==> src/hw/rtl/frc_pkg.sv <==
// Shared types and constants of the field reversal controller.
// Used by the channel interfaces, the control core and the top level.
// No dependencies.
package frc_pkg;

    localparam int CFG_IDX_W  = 3;
    localparam int CFG_DATA_W = 16;
    // Position of the binary point of the flux gain.
    localparam int GAIN_FRAC  = 16;

    typedef enum logic [CFG_IDX_W-1:0] {
        REG_ARM_CURRENT_LIMIT = 3'd0,
        REG_FLUX_GAIN         = 3'd1,
        REG_MIN_FIELD_CURRENT = 3'd2,
        REG_POS_SPEED_LIMIT   = 3'd3,
        REG_NEG_SPEED_LIMIT   = 3'd4,
        REG_REVERSAL_ENABLE   = 3'd5
    } t_reg_idx;

    typedef enum logic [1:0] {
        CLAMP_NONE = 2'd0,
        CLAMP_POS  = 2'd1,
        CLAMP_NEG  = 2'd2
    } t_clamp;

    typedef struct packed {
        logic        [15:0] armature_current_limit;
        logic signed [15:0] flux_gain;
        logic        [14:0] min_field_current;
        logic signed [15:0] pos_speed_limit;
        logic signed [15:0] neg_speed_limit;
        logic               reversal_enable;
    } t_cfg;

    typedef struct packed {
        logic        [15:0] armature_current;
        logic signed [15:0] field_current;
        logic signed [31:0] speed_reg_wide;
        logic signed [15:0] speed_reg_out;
        logic               speed_reg_active;
        logic        [15:0] timer_now;
    } t_in_item;

    typedef struct packed {
        logic signed [15:0] flux_command;
        logic signed [15:0] speed_out;
        logic               direction;
        logic               reversing;
        logic               low_field_current;
        logic               reversal_overdue;
        logic               reversal_permitted;
        logic               field_current_negative;
        t_clamp             clamp_hit;
        logic               msg_current_not_zero;
        logic               msg_field_not_reversed;
        logic               msg_reversal_fault;
    } t_out_item;

    typedef struct packed {
        logic               field_direction;
        logic               overdue_flag;
        logic        [15:0] reversal_start_time;
        logic               reversal_active;
        logic               low_current_flag;
        logic signed [15:0] held_flux_command;
    } t_state;

endpackage

==> src/hw/rtl/frc_if.sv <==
// Valid/ready channel interfaces of the field reversal controller.
// Depends on frc_pkg for the payload types.
interface frc_in_if;
    import frc_pkg::*;
    logic     valid;
    logic     ready;
    t_in_item data;
    modport source (output valid, output data, input ready);
    modport sink   (input valid, input data, output ready);
endinterface

interface frc_out_if;
    import frc_pkg::*;
    logic      valid;
    logic      ready;
    t_out_item data;
    modport source (output valid, output data, input ready);
    modport sink   (input valid, input data, output ready);
endinterface

interface frc_cfg_if;
    import frc_pkg::*;
    logic                  valid;
    logic                  ready;
    logic [CFG_IDX_W-1:0]  index;
    logic [CFG_DATA_W-1:0] data;
    modport source (output valid, output index, output data, input ready);
    modport sink   (input valid, input index, input data, output ready);
endinterface

==> src/hw/rtl/field_reversal_controller_unit.sv <==
// Field reversal controller, top level.
// A request accepted into the input stage passes frc_core into the result register.
// Throughput: one request per cycle while o_out is not stalled, set by the loop that
// feeds the controller state from the output of frc_core back into the next tick.
// Reset (i_rst_n, synchronous, active low) clears the controller state, the
// configuration registers and both pipeline stages.
module field_reversal_controller_unit #(
    parameter int FLUX_NOMINAL     = 4096,
    parameter int FLUX_MARGIN      = 82,
    parameter int REVERSAL_TIMEOUT = 2000
) (
    input  logic       i_clk,
    input  logic       i_rst_n,
    frc_in_if.sink     i_in,
    frc_out_if.source  o_out,
    frc_cfg_if.sink    i_cfg
);
    import frc_pkg::*;

    // Configuration registers. Writes are only expected while the block is
    // idle, so they are always accepted.
    t_cfg      r_cfg;

    // Input stage: holds one request until the result register can take it.
    logic      r_in_vld;
    t_in_item  r_in;

    // Controller state carried from one tick to the next.
    t_state    r_state;
    t_state    n_state;

    // Result register, which parts the output handshake from the input side.
    logic      r_out_vld;
    t_out_item r_out;
    t_out_item n_out;

    logic      w_advance;

    assign i_cfg.ready = 1'b1;

    always_ff @(posedge i_clk) begin
        if (!i_rst_n) begin
            r_cfg <= '0;
        end else if (i_cfg.valid) begin
            unique case (i_cfg.index)
                REG_ARM_CURRENT_LIMIT: r_cfg.armature_current_limit <= i_cfg.data;
                REG_FLUX_GAIN:         r_cfg.flux_gain              <= i_cfg.data;
                REG_MIN_FIELD_CURRENT: r_cfg.min_field_current      <= i_cfg.data[14:0];
                REG_POS_SPEED_LIMIT:   r_cfg.pos_speed_limit        <= i_cfg.data;
                REG_NEG_SPEED_LIMIT:   r_cfg.neg_speed_limit        <= i_cfg.data;
                REG_REVERSAL_ENABLE:   r_cfg.reversal_enable        <= i_cfg.data[0];
                default: begin
                    // Writes beyond the register list are dropped.
                end
            endcase
        end
    end

    // The held request moves into the result register whenever that
    // register is empty or is being emptied in the same cycle. The state is
    // updated at the same edge, so the next request sees it at once.
    assign w_advance  = r_in_vld && (!r_out_vld || o_out.ready);
    assign i_in.ready = !r_in_vld || w_advance;

    frc_core #(
        .FLUX_NOMINAL     (FLUX_NOMINAL),
        .FLUX_MARGIN      (FLUX_MARGIN),
        .REVERSAL_TIMEOUT (REVERSAL_TIMEOUT)
    ) u_core (
        .i_cfg   (r_cfg),
        .i_state (r_state),
        .i_item  (r_in),
        .o_item  (n_out),
        .o_state (n_state)
    );

    always_ff @(posedge i_clk) begin
        if (!i_rst_n) begin
            r_in_vld  <= 1'b0;
            r_out_vld <= 1'b0;
            r_state   <= '0;
        end else begin
            if (i_in.valid && i_in.ready) begin
                r_in_vld <= 1'b1;
            end else if (w_advance) begin
                r_in_vld <= 1'b0;
            end
            if (w_advance) begin
                r_out_vld <= 1'b1;
                r_state   <= n_state;
            end else if (o_out.ready) begin
                r_out_vld <= 1'b0;
            end
        end
    end

    // Payload registers need no reset; their valid flags guard them.
    always_ff @(posedge i_clk) begin
        if (i_in.valid && i_in.ready) begin
            r_in <= i_in.data;
        end
        if (w_advance) begin
            r_out <= n_out;
        end
    end

    assign o_out.valid = r_out_vld;
    assign o_out.data  = r_out;

`ifndef SYNTHESIS
    // A timeout fault always leaves the overdue flag set in the same result.
    a_fault_sets_overdue: assert property (@(posedge i_clk) disable iff (!i_rst_n)
        r_out_vld && r_out.msg_reversal_fault |-> r_out.reversal_overdue)
        else $error("reversal fault reported without the overdue flag");

    // The field-not-reversed message only appears during a reversal.
    a_field_msg_in_reversal: assert property (@(posedge i_clk) disable iff (!i_rst_n)
        r_out_vld && r_out.msg_field_not_reversed |-> r_out.reversing)
        else $error("field-not-reversed message outside a reversal");

    // The field direction only changes when a request passes the core.
    a_direction_moves_on_tick: assert property (@(posedge i_clk) disable iff (!i_rst_n)
        $past(i_rst_n) && (r_state.field_direction != $past(r_state.field_direction))
        |-> $past(w_advance))
        else $error("field direction changed without a control tick");

    // With the result register empty the input side must be open.
    a_ready_when_empty: assert property (@(posedge i_clk) disable iff (!i_rst_n)
        !r_out_vld |-> i_in.ready)
        else $error("input stalled while the result register is empty");
`endif

endmodule

==> src/hw/rtl/frc_core.sv <==
// Combinational control step of the field reversal controller: one tick.
// Depends on frc_pkg for the configuration, item and state types.
module frc_core #(
    parameter int FLUX_NOMINAL     = 4096,
    parameter int FLUX_MARGIN      = 82,
    parameter int REVERSAL_TIMEOUT = 2000
) (
    input  frc_pkg::t_cfg      i_cfg,
    input  frc_pkg::t_state    i_state,
    input  frc_pkg::t_in_item  i_item,
    output frc_pkg::t_out_item o_item,
    output frc_pkg::t_state    o_state
);
    import frc_pkg::*;

    localparam logic signed [16:0] L_NOM     = 17'(FLUX_NOMINAL);
    localparam logic signed [16:0] L_NOM_NEG = -L_NOM;
    localparam logic signed [16:0] L_MARGIN  = 17'(FLUX_MARGIN);
    localparam logic        [15:0] L_TIMEOUT = 16'(REVERSAL_TIMEOUT);

    logic signed [47:0] prod;
    logic signed [15:0] cmd_raw;
    logic signed [16:0] cmd_raw17;
    logic signed [15:0] cmd;
    logic signed [16:0] cmd17;
    logic               neg_cmd;
    logic signed [16:0] minc17;
    logic signed [16:0] nminc17;
    logic signed [16:0] iv17;
    logic signed [15:0] force_pos;
    logic signed [15:0] force_neg;
    logic        [15:0] elapsed;
    logic               permitted;

    assign prod      = i_item.speed_reg_wide * i_cfg.flux_gain;
    assign cmd_raw   = i_item.speed_reg_active ? prod[GAIN_FRAC+15:GAIN_FRAC] : '0;
    assign neg_cmd   = i_item.speed_reg_active & cmd_raw[15];
    assign cmd_raw17 = {cmd_raw[15], cmd_raw};

    // Limit the command to the nominal flux in either sense.
    always_comb begin
        if (cmd_raw17 > L_NOM) begin
            cmd = 16'(L_NOM);
        end else if (cmd_raw17 < L_NOM_NEG) begin
            cmd = 16'(L_NOM_NEG);
        end else begin
            cmd = cmd_raw;
        end
    end

    assign cmd17     = {cmd[15], cmd};
    assign minc17    = {2'b00, i_cfg.min_field_current};
    assign nminc17   = -minc17;
    assign iv17      = {i_item.field_current[15], i_item.field_current};
    // The forced commands wrap into 16 bits when the threshold is large.
    assign force_pos = 16'(minc17 + L_MARGIN);
    assign force_neg = 16'(nminc17 - L_MARGIN);
    assign elapsed   = i_item.timer_now - i_state.reversal_start_time;
    assign permitted = i_item.armature_current < i_cfg.armature_current_limit;

    always_comb begin
        t_state             ns;
        logic signed [15:0] fv;
        logic signed [15:0] hi;
        logic signed [15:0] lo;
        logic signed [15:0] sreg;
        logic signed [15:0] speed;
        logic signed [15:0] flux;
        t_clamp             clamp;
        logic               msg_field;
        logic               msg_fault;

        ns        = i_state;
        sreg      = i_item.speed_reg_out;
        speed     = sreg;
        flux      = i_state.held_flux_command;
        clamp     = CLAMP_NONE;
        msg_field = 1'b0;
        msg_fault = 1'b0;
        fv        = cmd;
        hi        = '0;
        lo        = '0;

        if (i_cfg.reversal_enable) begin
            ns.reversal_active = 1'b0;
            if (!i_state.field_direction && neg_cmd) begin
                ns.reversal_active = 1'b1;
                if (!permitted) begin
                    fv = '0;
                end else if (iv17 > nminc17) begin
                    fv        = force_neg;
                    msg_field = i_state.overdue_flag;
                end else begin
                    ns.field_direction = 1'b1;
                end
            end else if (i_state.field_direction && !neg_cmd) begin
                ns.reversal_active = 1'b1;
                if (!permitted) begin
                    fv = '0;
                end else if (iv17 < minc17) begin
                    fv        = force_pos;
                    msg_field = i_state.overdue_flag;
                end else begin
                    ns.field_direction = 1'b0;
                end
            end else begin
                // Steady direction: keep the field above its minimum.
                ns.low_current_flag = 1'b0;
                if (!i_state.field_direction) begin
                    if (cmd17 > minc17 && iv17 < minc17) begin
                        fv                  = force_pos;
                        ns.low_current_flag = 1'b1;
                    end
                end else begin
                    if (cmd17 < nminc17 && iv17 > nminc17) begin
                        fv                  = force_neg;
                        ns.low_current_flag = 1'b1;
                    end
                end
            end

            if (ns.reversal_active) begin
                if (elapsed > L_TIMEOUT) begin
                    msg_fault       = 1'b1;
                    ns.overdue_flag = 1'b1;
                end
            end else begin
                ns.reversal_start_time = i_item.timer_now;
                ns.overdue_flag        = 1'b0;
            end

            if (!(ns.reversal_active || ns.low_current_flag)) begin
                hi = i_cfg.pos_speed_limit;
                lo = i_cfg.neg_speed_limit;
            end

            if (!sreg[15]) begin
                if (sreg > hi) begin
                    speed = hi;
                    clamp = CLAMP_POS;
                end
            end else begin
                if (sreg < lo) begin
                    sreg  = lo;
                    clamp = CLAMP_NEG;
                end
                speed = 16'(16'd0 - sreg);
            end

            flux                 = fv;
            ns.held_flux_command = fv;
        end

        o_state                       = ns;
        o_item.flux_command           = flux;
        o_item.speed_out              = speed;
        o_item.direction              = ns.field_direction;
        o_item.reversing              = ns.reversal_active;
        o_item.low_field_current      = ns.low_current_flag;
        o_item.reversal_overdue       = ns.overdue_flag;
        o_item.reversal_permitted     = permitted;
        o_item.field_current_negative = i_item.field_current[15];
        o_item.clamp_hit              = clamp;
        o_item.msg_current_not_zero   = !permitted && i_state.overdue_flag;
        o_item.msg_field_not_reversed = msg_field;
        o_item.msg_reversal_fault     = msg_fault;
    end

endmodule
==> src/flat_wrapper.sv <==
// flat-port wrapper written by rule: the top's interface ports become plain ports
module field_reversal_controller_unit_flat import frc_pkg::*;
#(
    parameter int FLUX_NOMINAL     = 4096,
    parameter int FLUX_MARGIN      = 82,
    parameter int REVERSAL_TIMEOUT = 2000
)
  (i_clk, i_rst_n, i_in_valid, i_in_data, i_in_ready, o_out_valid, o_out_data, o_out_ready, i_cfg_valid, i_cfg_index, i_cfg_data, i_cfg_ready);
  frc_in_if i_in_i ();
  frc_out_if o_out_i ();
  frc_cfg_if i_cfg_i ();
  input  logic i_clk;
  input  logic i_rst_n;
  input wire logic [$bits(i_in_i.valid)-1:0] i_in_valid;
  input wire logic [$bits(i_in_i.data)-1:0] i_in_data;
  output wire logic [$bits(i_in_i.ready)-1:0] i_in_ready;
  output wire logic [$bits(o_out_i.valid)-1:0] o_out_valid;
  output wire logic [$bits(o_out_i.data)-1:0] o_out_data;
  input wire logic [$bits(o_out_i.ready)-1:0] o_out_ready;
  input wire logic [$bits(i_cfg_i.valid)-1:0] i_cfg_valid;
  input wire logic [$bits(i_cfg_i.index)-1:0] i_cfg_index;
  input wire logic [$bits(i_cfg_i.data)-1:0] i_cfg_data;
  output wire logic [$bits(i_cfg_i.ready)-1:0] i_cfg_ready;
  assign i_in_i.valid = i_in_valid;
  assign i_in_i.data = i_in_data;
  assign i_in_ready = i_in_i.ready;
  assign o_out_valid = o_out_i.valid;
  assign o_out_data = o_out_i.data;
  assign o_out_i.ready = o_out_ready;
  assign i_cfg_i.valid = i_cfg_valid;
  assign i_cfg_i.index = i_cfg_index;
  assign i_cfg_i.data = i_cfg_data;
  assign i_cfg_ready = i_cfg_i.ready;
  field_reversal_controller_unit #(.FLUX_NOMINAL(FLUX_NOMINAL), .FLUX_MARGIN(FLUX_MARGIN), .REVERSAL_TIMEOUT(REVERSAL_TIMEOUT)) u_core (.i_clk(i_clk), .i_rst_n(i_rst_n), .i_in(i_in_i), .o_out(o_out_i), .i_cfg(i_cfg_i));
endmodule
==> config.mk <==
export PLATFORM = sky130hd
export DESIGN_NAME = field_reversal_controller_unit_flat
export DESIGN_NICKNAME = d
export VERILOG_FILES = /design/src/hw/rtl/frc_pkg.sv /design/src/hw/rtl/frc_if.sv /design/src/hw/rtl/field_reversal_controller_unit.sv /design/src/hw/rtl/frc_core.sv /design/src/flat_wrapper.sv
export SDC_FILE = /design/constraint.sdc
export NUM_CORES = 2
export LEC_CHECK = 0
export ABC_CLOCK_PERIOD_IN_PS = 34800
export BUFFER_PORTS_ARGS = -buffer_cell sky130_fd_sc_hd__buf_2
export CAP_MARGIN = 10
export CORE_ASPECT_RATIO = 1.75
export CORE_UTILIZATION = 64
export CTS_CLUSTER_DIAMETER = 40
export DETAILED_ROUTE_END_ITERATION = 12
export HOLD_SLACK_MARGIN = 0.03
export PLACE_DENSITY = 0.79
export SLEW_MARGIN = 40
export SYNTH_ARGS = -nofsm -noshare
export SYNTH_HDL_FRONTEND = slang
export SYNTH_SLANG_ARGS = --single-unit
==> constraint.sdc <==
create_clock -name i_clk -period 34.8 [get_ports i_clk]
set_clock_uncertainty 0.1 [all_clocks]
set_input_delay 6.96 -clock i_clk [delete_from_list [all_inputs] [get_ports i_clk]]
set_output_delay 6.96 -clock i_clk [all_outputs]
set_load 0.03 [all_outputs]
---- Word level (Yosys, flattened, before mapping) ----
Cells that the tools add are included.
storage, ports and cells
  logic and storage cells ................. 138
  output and inout port bits .............. 46
  input port bits ......................... 121
  bits in registers ....................... 258
cells by class
  add/sub/neg operators ................... 5
  bitwise operators ....................... 2
  equal/unequal tests ..................... 5
  magnitude comparators ................... 10
  multiplexer cells ....................... 56
  multipliers ............................. 1
  reduce and logical (&&, ||, !) cells .... 27
operators by type and width
  operator                                                                 number
  16-bit two-way mux                                                       24
  16-bit < comparator                                                      3
  36-bit two-way mux                                                       1
  16-bit > comparator                                                      2
  32-bit by 16-bit multiplier with 32-bit output                           1
  1-bit two-way mux                                                        29
  16-bit by 17-bit > comparator with 1-bit output                          1
  16-bit by 17-bit < comparator with 1-bit output                          1
  15-bit negator with 17-bit output                                        1
  15-bit by 7-bit adder with 16-bit output (second input constant)         1
  16-bit by 11-bit > comparator with 1-bit output (second input constant)  1
  16-bit by 14-bit > comparator with 1-bit output (second input constant)  1
  16-bit by 13-bit < comparator with 1-bit output (second input constant)  1
  2-bit AND reduction                                                      8
  1-bit by 16-bit subtractor with 16-bit output (first input constant)     1
  16-bit subtractor                                                        1
  16-bit by 8-bit subtractor with 16-bit output (second input constant)    1
  1-bit logical AND                                                        7
  3-bit by 2-bit equality test with 1-bit output (second input constant)   2
  3-bit equality test (second input constant)                              2
  1-bit logical NOT                                                        5
  2-bit two-way mux                                                        2
  2-bit nonzero test                                                       2
  3-bit by 1-bit equality test with 1-bit output (second input constant)   1
  other kinds (5)                                                          7

---- Longest topological paths before layout ----
  depth after elaboration ................. 22
  depth in mapped cells ................... 68

---- Cells and area by module ----
Synthesis repeated with hierarchy kept, for this count alone.
unflattened totals
  cell total of the unflattened synthesis .. 3015
  area total of the unflattened synthesis .. 27178.6 sq um
modules (own cells, without submodules)
  module                          instances  cells each  area an instance (sq um)
  frc_core                        1          2419        18850.6
  field_reversal_controller_unit  1          596         8328.0

---- Least setup slack after synthesis ----
Ideal clock, no wire load.
  path type ............................... input port to output port
  start point ............................. input port o_out_ready
  end point ............................... output port i_in_ready
  path slack .............................. 20237 ps
  stages on the path ...................... 2
  required time ........................... 27740 ps
  data arrival time ....................... 7503 ps
  path through ............................ nor2b_1 -> nand2_1
on the way
  word-level cells in the longest chain between the ends .. 3
RTL lines
  element            RTL line                              RTL
  from (decl)        flat_wrapper.sv:19                    input wire logic [$bits(o_out_i.ready)-1:0] o_out_ready;
  1-bit logical OR   field_reversal_controller_unit.sv:62  assign w_advance = r_in_vld && (!r_out_vld || o_out.ready);
  1-bit logical AND  field_reversal_controller_unit.sv:62
  1-bit logical OR   field_reversal_controller_unit.sv:63  assign i_in.ready = !r_in_vld || w_advance;
  to (decl)          flat_wrapper.sv:16                    output wire logic [$bits(i_in_i.ready)-1:0] i_in_ready;
Every way passes these cells.

==> run metrics <==
Root Buffer=clkbuf_16; commonest non-fill, non-tap cell in the layout=nand2_1; CORE AREA=0.0416 sq mm; CP arrival=15.31 ns; die height=273 um; crit-path leading delay family=adder cells; I/O pins=167; # DRC=0; std cell rows=99; final setup violation count=0; die area=0.0430 sq mm; Final #Nets=3775; Max-slew headroom=0.396; DR pass1 iterations=7; sequential cell area fraction in the yosys report=0.244; syn_area_per_cell=8.81 sq um; GRT Resource Usage Total=0.398; FMAX=66.3 MHz; RSZ-0062 raised after global routing=false; first-pass GRT wire length=128 mm; Hold Startpoint=u_core.r_cfg[68]; Setup crit end kind=register; Mapped Area=0.0269 sq mm; number of buffers on the longest clock path=3; Total Power=983 uW; DRT iter0 DRCs=1522; CP max stage delay=0.87 ns; Crit path buffers/inverters=6; post-place setup slack=19.92 ns; via count of the first global-routing pass=24421; commonest non-fill, non-tap cells in the layout=518 x nand2_1, 484 x inv_1, 304 x fa_1; fin area=0.0291 sq mm; Setup WS post-layout=19.71 ns; status=finished, final reports clean; Post-DP Area=0.0282 sq mm; largest net degree at the start of global routing=96; initial antenna violation count=6; post-route ant nets=0; cts bufs inserted=29; Clock Latency Late Sink=0.59 ns; Buffers on Ports=165; vias per cell=6.11; Setup crit start=u_core.r_in[44]; Syn-to-layout area delta=8.01%; CP startpoint kind=register; ys flop type=edfxtp_1; area share of the largest cell type after synthesis=0.226; WS Path Type=reg -> reg; Area contributors post-synth=fa_1 23%, edfxtp_1 16%, ha_1 9.9%, dfxtp_1 8.8%, nand2_1 7.2%; cts hold-fix bufs=0; Post-CTS Resized=0; Die Width=157 um; share of layout cells above drive strength 1=0.0911; Clock Pin Slew Worst Setup and Hold Paths=0.06 ns; max-capacitance violation count=0; number of synthesized flops with an enable pin=140; Yosys Warn Count=0; Power Density=33.8 mW/mm^2; final wirelength=82.5 mm; Worst Tran Pin Value=0.900 ns; max-slew violations=0; TNS Setup=0 ns; Post-CTS Setup Bufs=0; Netlist cell types=92; H-tree level count=1; Critical R2R Launch=u_core.r_in[44]; slowest stage cell, crit path=edfxtp_1; post-DR wirelength/cell=22.2 um; hpwl dp=63.1 mm; Syn Inst Count=3059; Hold Vio Cnt, Final=0; post-route minimum period=15.09 ns; cell taking the most area after synthesis=fa_1; Hold Path Class=reg -> reg; leakage=12.8 nW; vias=22733; Sink Count=258; Tcrit/Tclk final=0.434; Async S/R FF share, synth=0; GPL Wtd Cong=1.03; CTS tree=done; Initial Util=0.647; #FFs+latches synth=258; maximum vdd drop=0.0501 mV; fin util=0.699; Worst Path Required=35.02 ns; global route overflow=0; critical path fanouts, max=48; Mapped Nets=3697
## where the power goes
group	switching [mW]	internal (mW)
Sequential	0.0208	0.334
Clock	0.134	0.165
Combinational	0.213	0.116
## final cells by class
class,count,area [sq um]
fill,3325,12500
multi-input combinational,2170,18000
clock buffer,38,791
timing repair buffer,191,1020
clock inverter,16,144
tap,555,694
sequential,258,6570
antenna,4,10.0
inverter,487,1830
## worst min-delay path: cells and delay by family, from the launching register on
kind	cells	cell delay, ns
flops	1	0.31
compound gates	1	0.05
simple gates	1	0.05
## cells by family (layout without fill, tap and decap cells)
group                    after synthesis  after routing  share of synthesized area
AO/OA/AOI/OAI                        485            485                      0.119
XOR/XNOR                             106            106                     0.0350
adder cells (fa/ha/maj)              519            519                      0.326
buffers and inverters                631            732                     0.0887
flip-flops                           258            258                      0.244
multiplexers                          27             27                     0.0109
other                                  1              5                   0.000139
AND/OR/NAND/NOR                     1032           1032                      0.177
## metal layers
metal | global-route usage | part of all wire | vias to the layer above
li1 | - | - | 10075
met1 | 0.389 | 0.32 | 11005
met2 | 0.703 | 0.51 | 1143
met3 | 0.0725 | 0.071 | 508
met4 | 0.364 | 0.10 | 2
met5 | 0 | 0.00016 | -
## state kept, by name, summed over array words and instances, names as in the netlist
| signal | count |
|---|---|
| u_core.r_in | 97 |
| u_core.r_cfg | 80 |
| u_core.r_in_vld | 1 |
| u_core.o_out.valid | 1 |
| u_core.r_state | 36 |
| u_core.o_out.data | 43 |
## stage by stage
stage | instances | hold slack (ns)
after floorplan | 3059 | 0.336
after CTS | 3715 | 0.357
after global routing | 3719 | 0.371
after global placement | 3661 | 0.342
after detailed placement | 3661 | 0.348
final | 3719 | 0.356
## synthesized netlist by cell type, types with 5 or more instances
cell / number
o211a_1: 5
and2_1: 169
dfxtp_1: 118
and3_1: 8
a21oi_1: 194
nor2_1: 141
nand2_1: 518
nand2b_1: 29
o21bai_1: 6
a2111oi_0: 8
or2_2: 5
o22ai_1: 10
a32o_1: 6
a31oi_1: 12
nor3_1: 41
edfxtp_1: 140
o211ai_1: 9
o21a_1: 20
o31ai_1: 8
a211oi_1: 19
or3_1: 15
or4_1: 6
o21ai_0: 60
a22o_1: 5
inv_1: 484
fa_1: 304
mux2i_1: 14
clkbuf_1: 131
a221oi_1: 9
a22oi_1: 10
ha_1: 213
nor2b_1: 19
nor4_1: 11
o2111ai_1: 7
nand3_1: 27
a21o_1: 34
buf_2: 8
xor2_1: 29
nand4_1: 27
xnor2_1: 76
mux2_2: 11
## path summary, 6_finish.rpt
check	end	slack [ns]	depth (start not counted)
worst min-delay path	u_core.r_cfg[68]	0.36	2
worst max-delay path	u_core.o_out.data[19]	19.71	54
worst min register to register	u_core.r_cfg[68]	0.36	2
worst max register to register	u_core.o_out.data[19]	19.71	54
No activity file was read; power rests on OpenSTA's default activity.
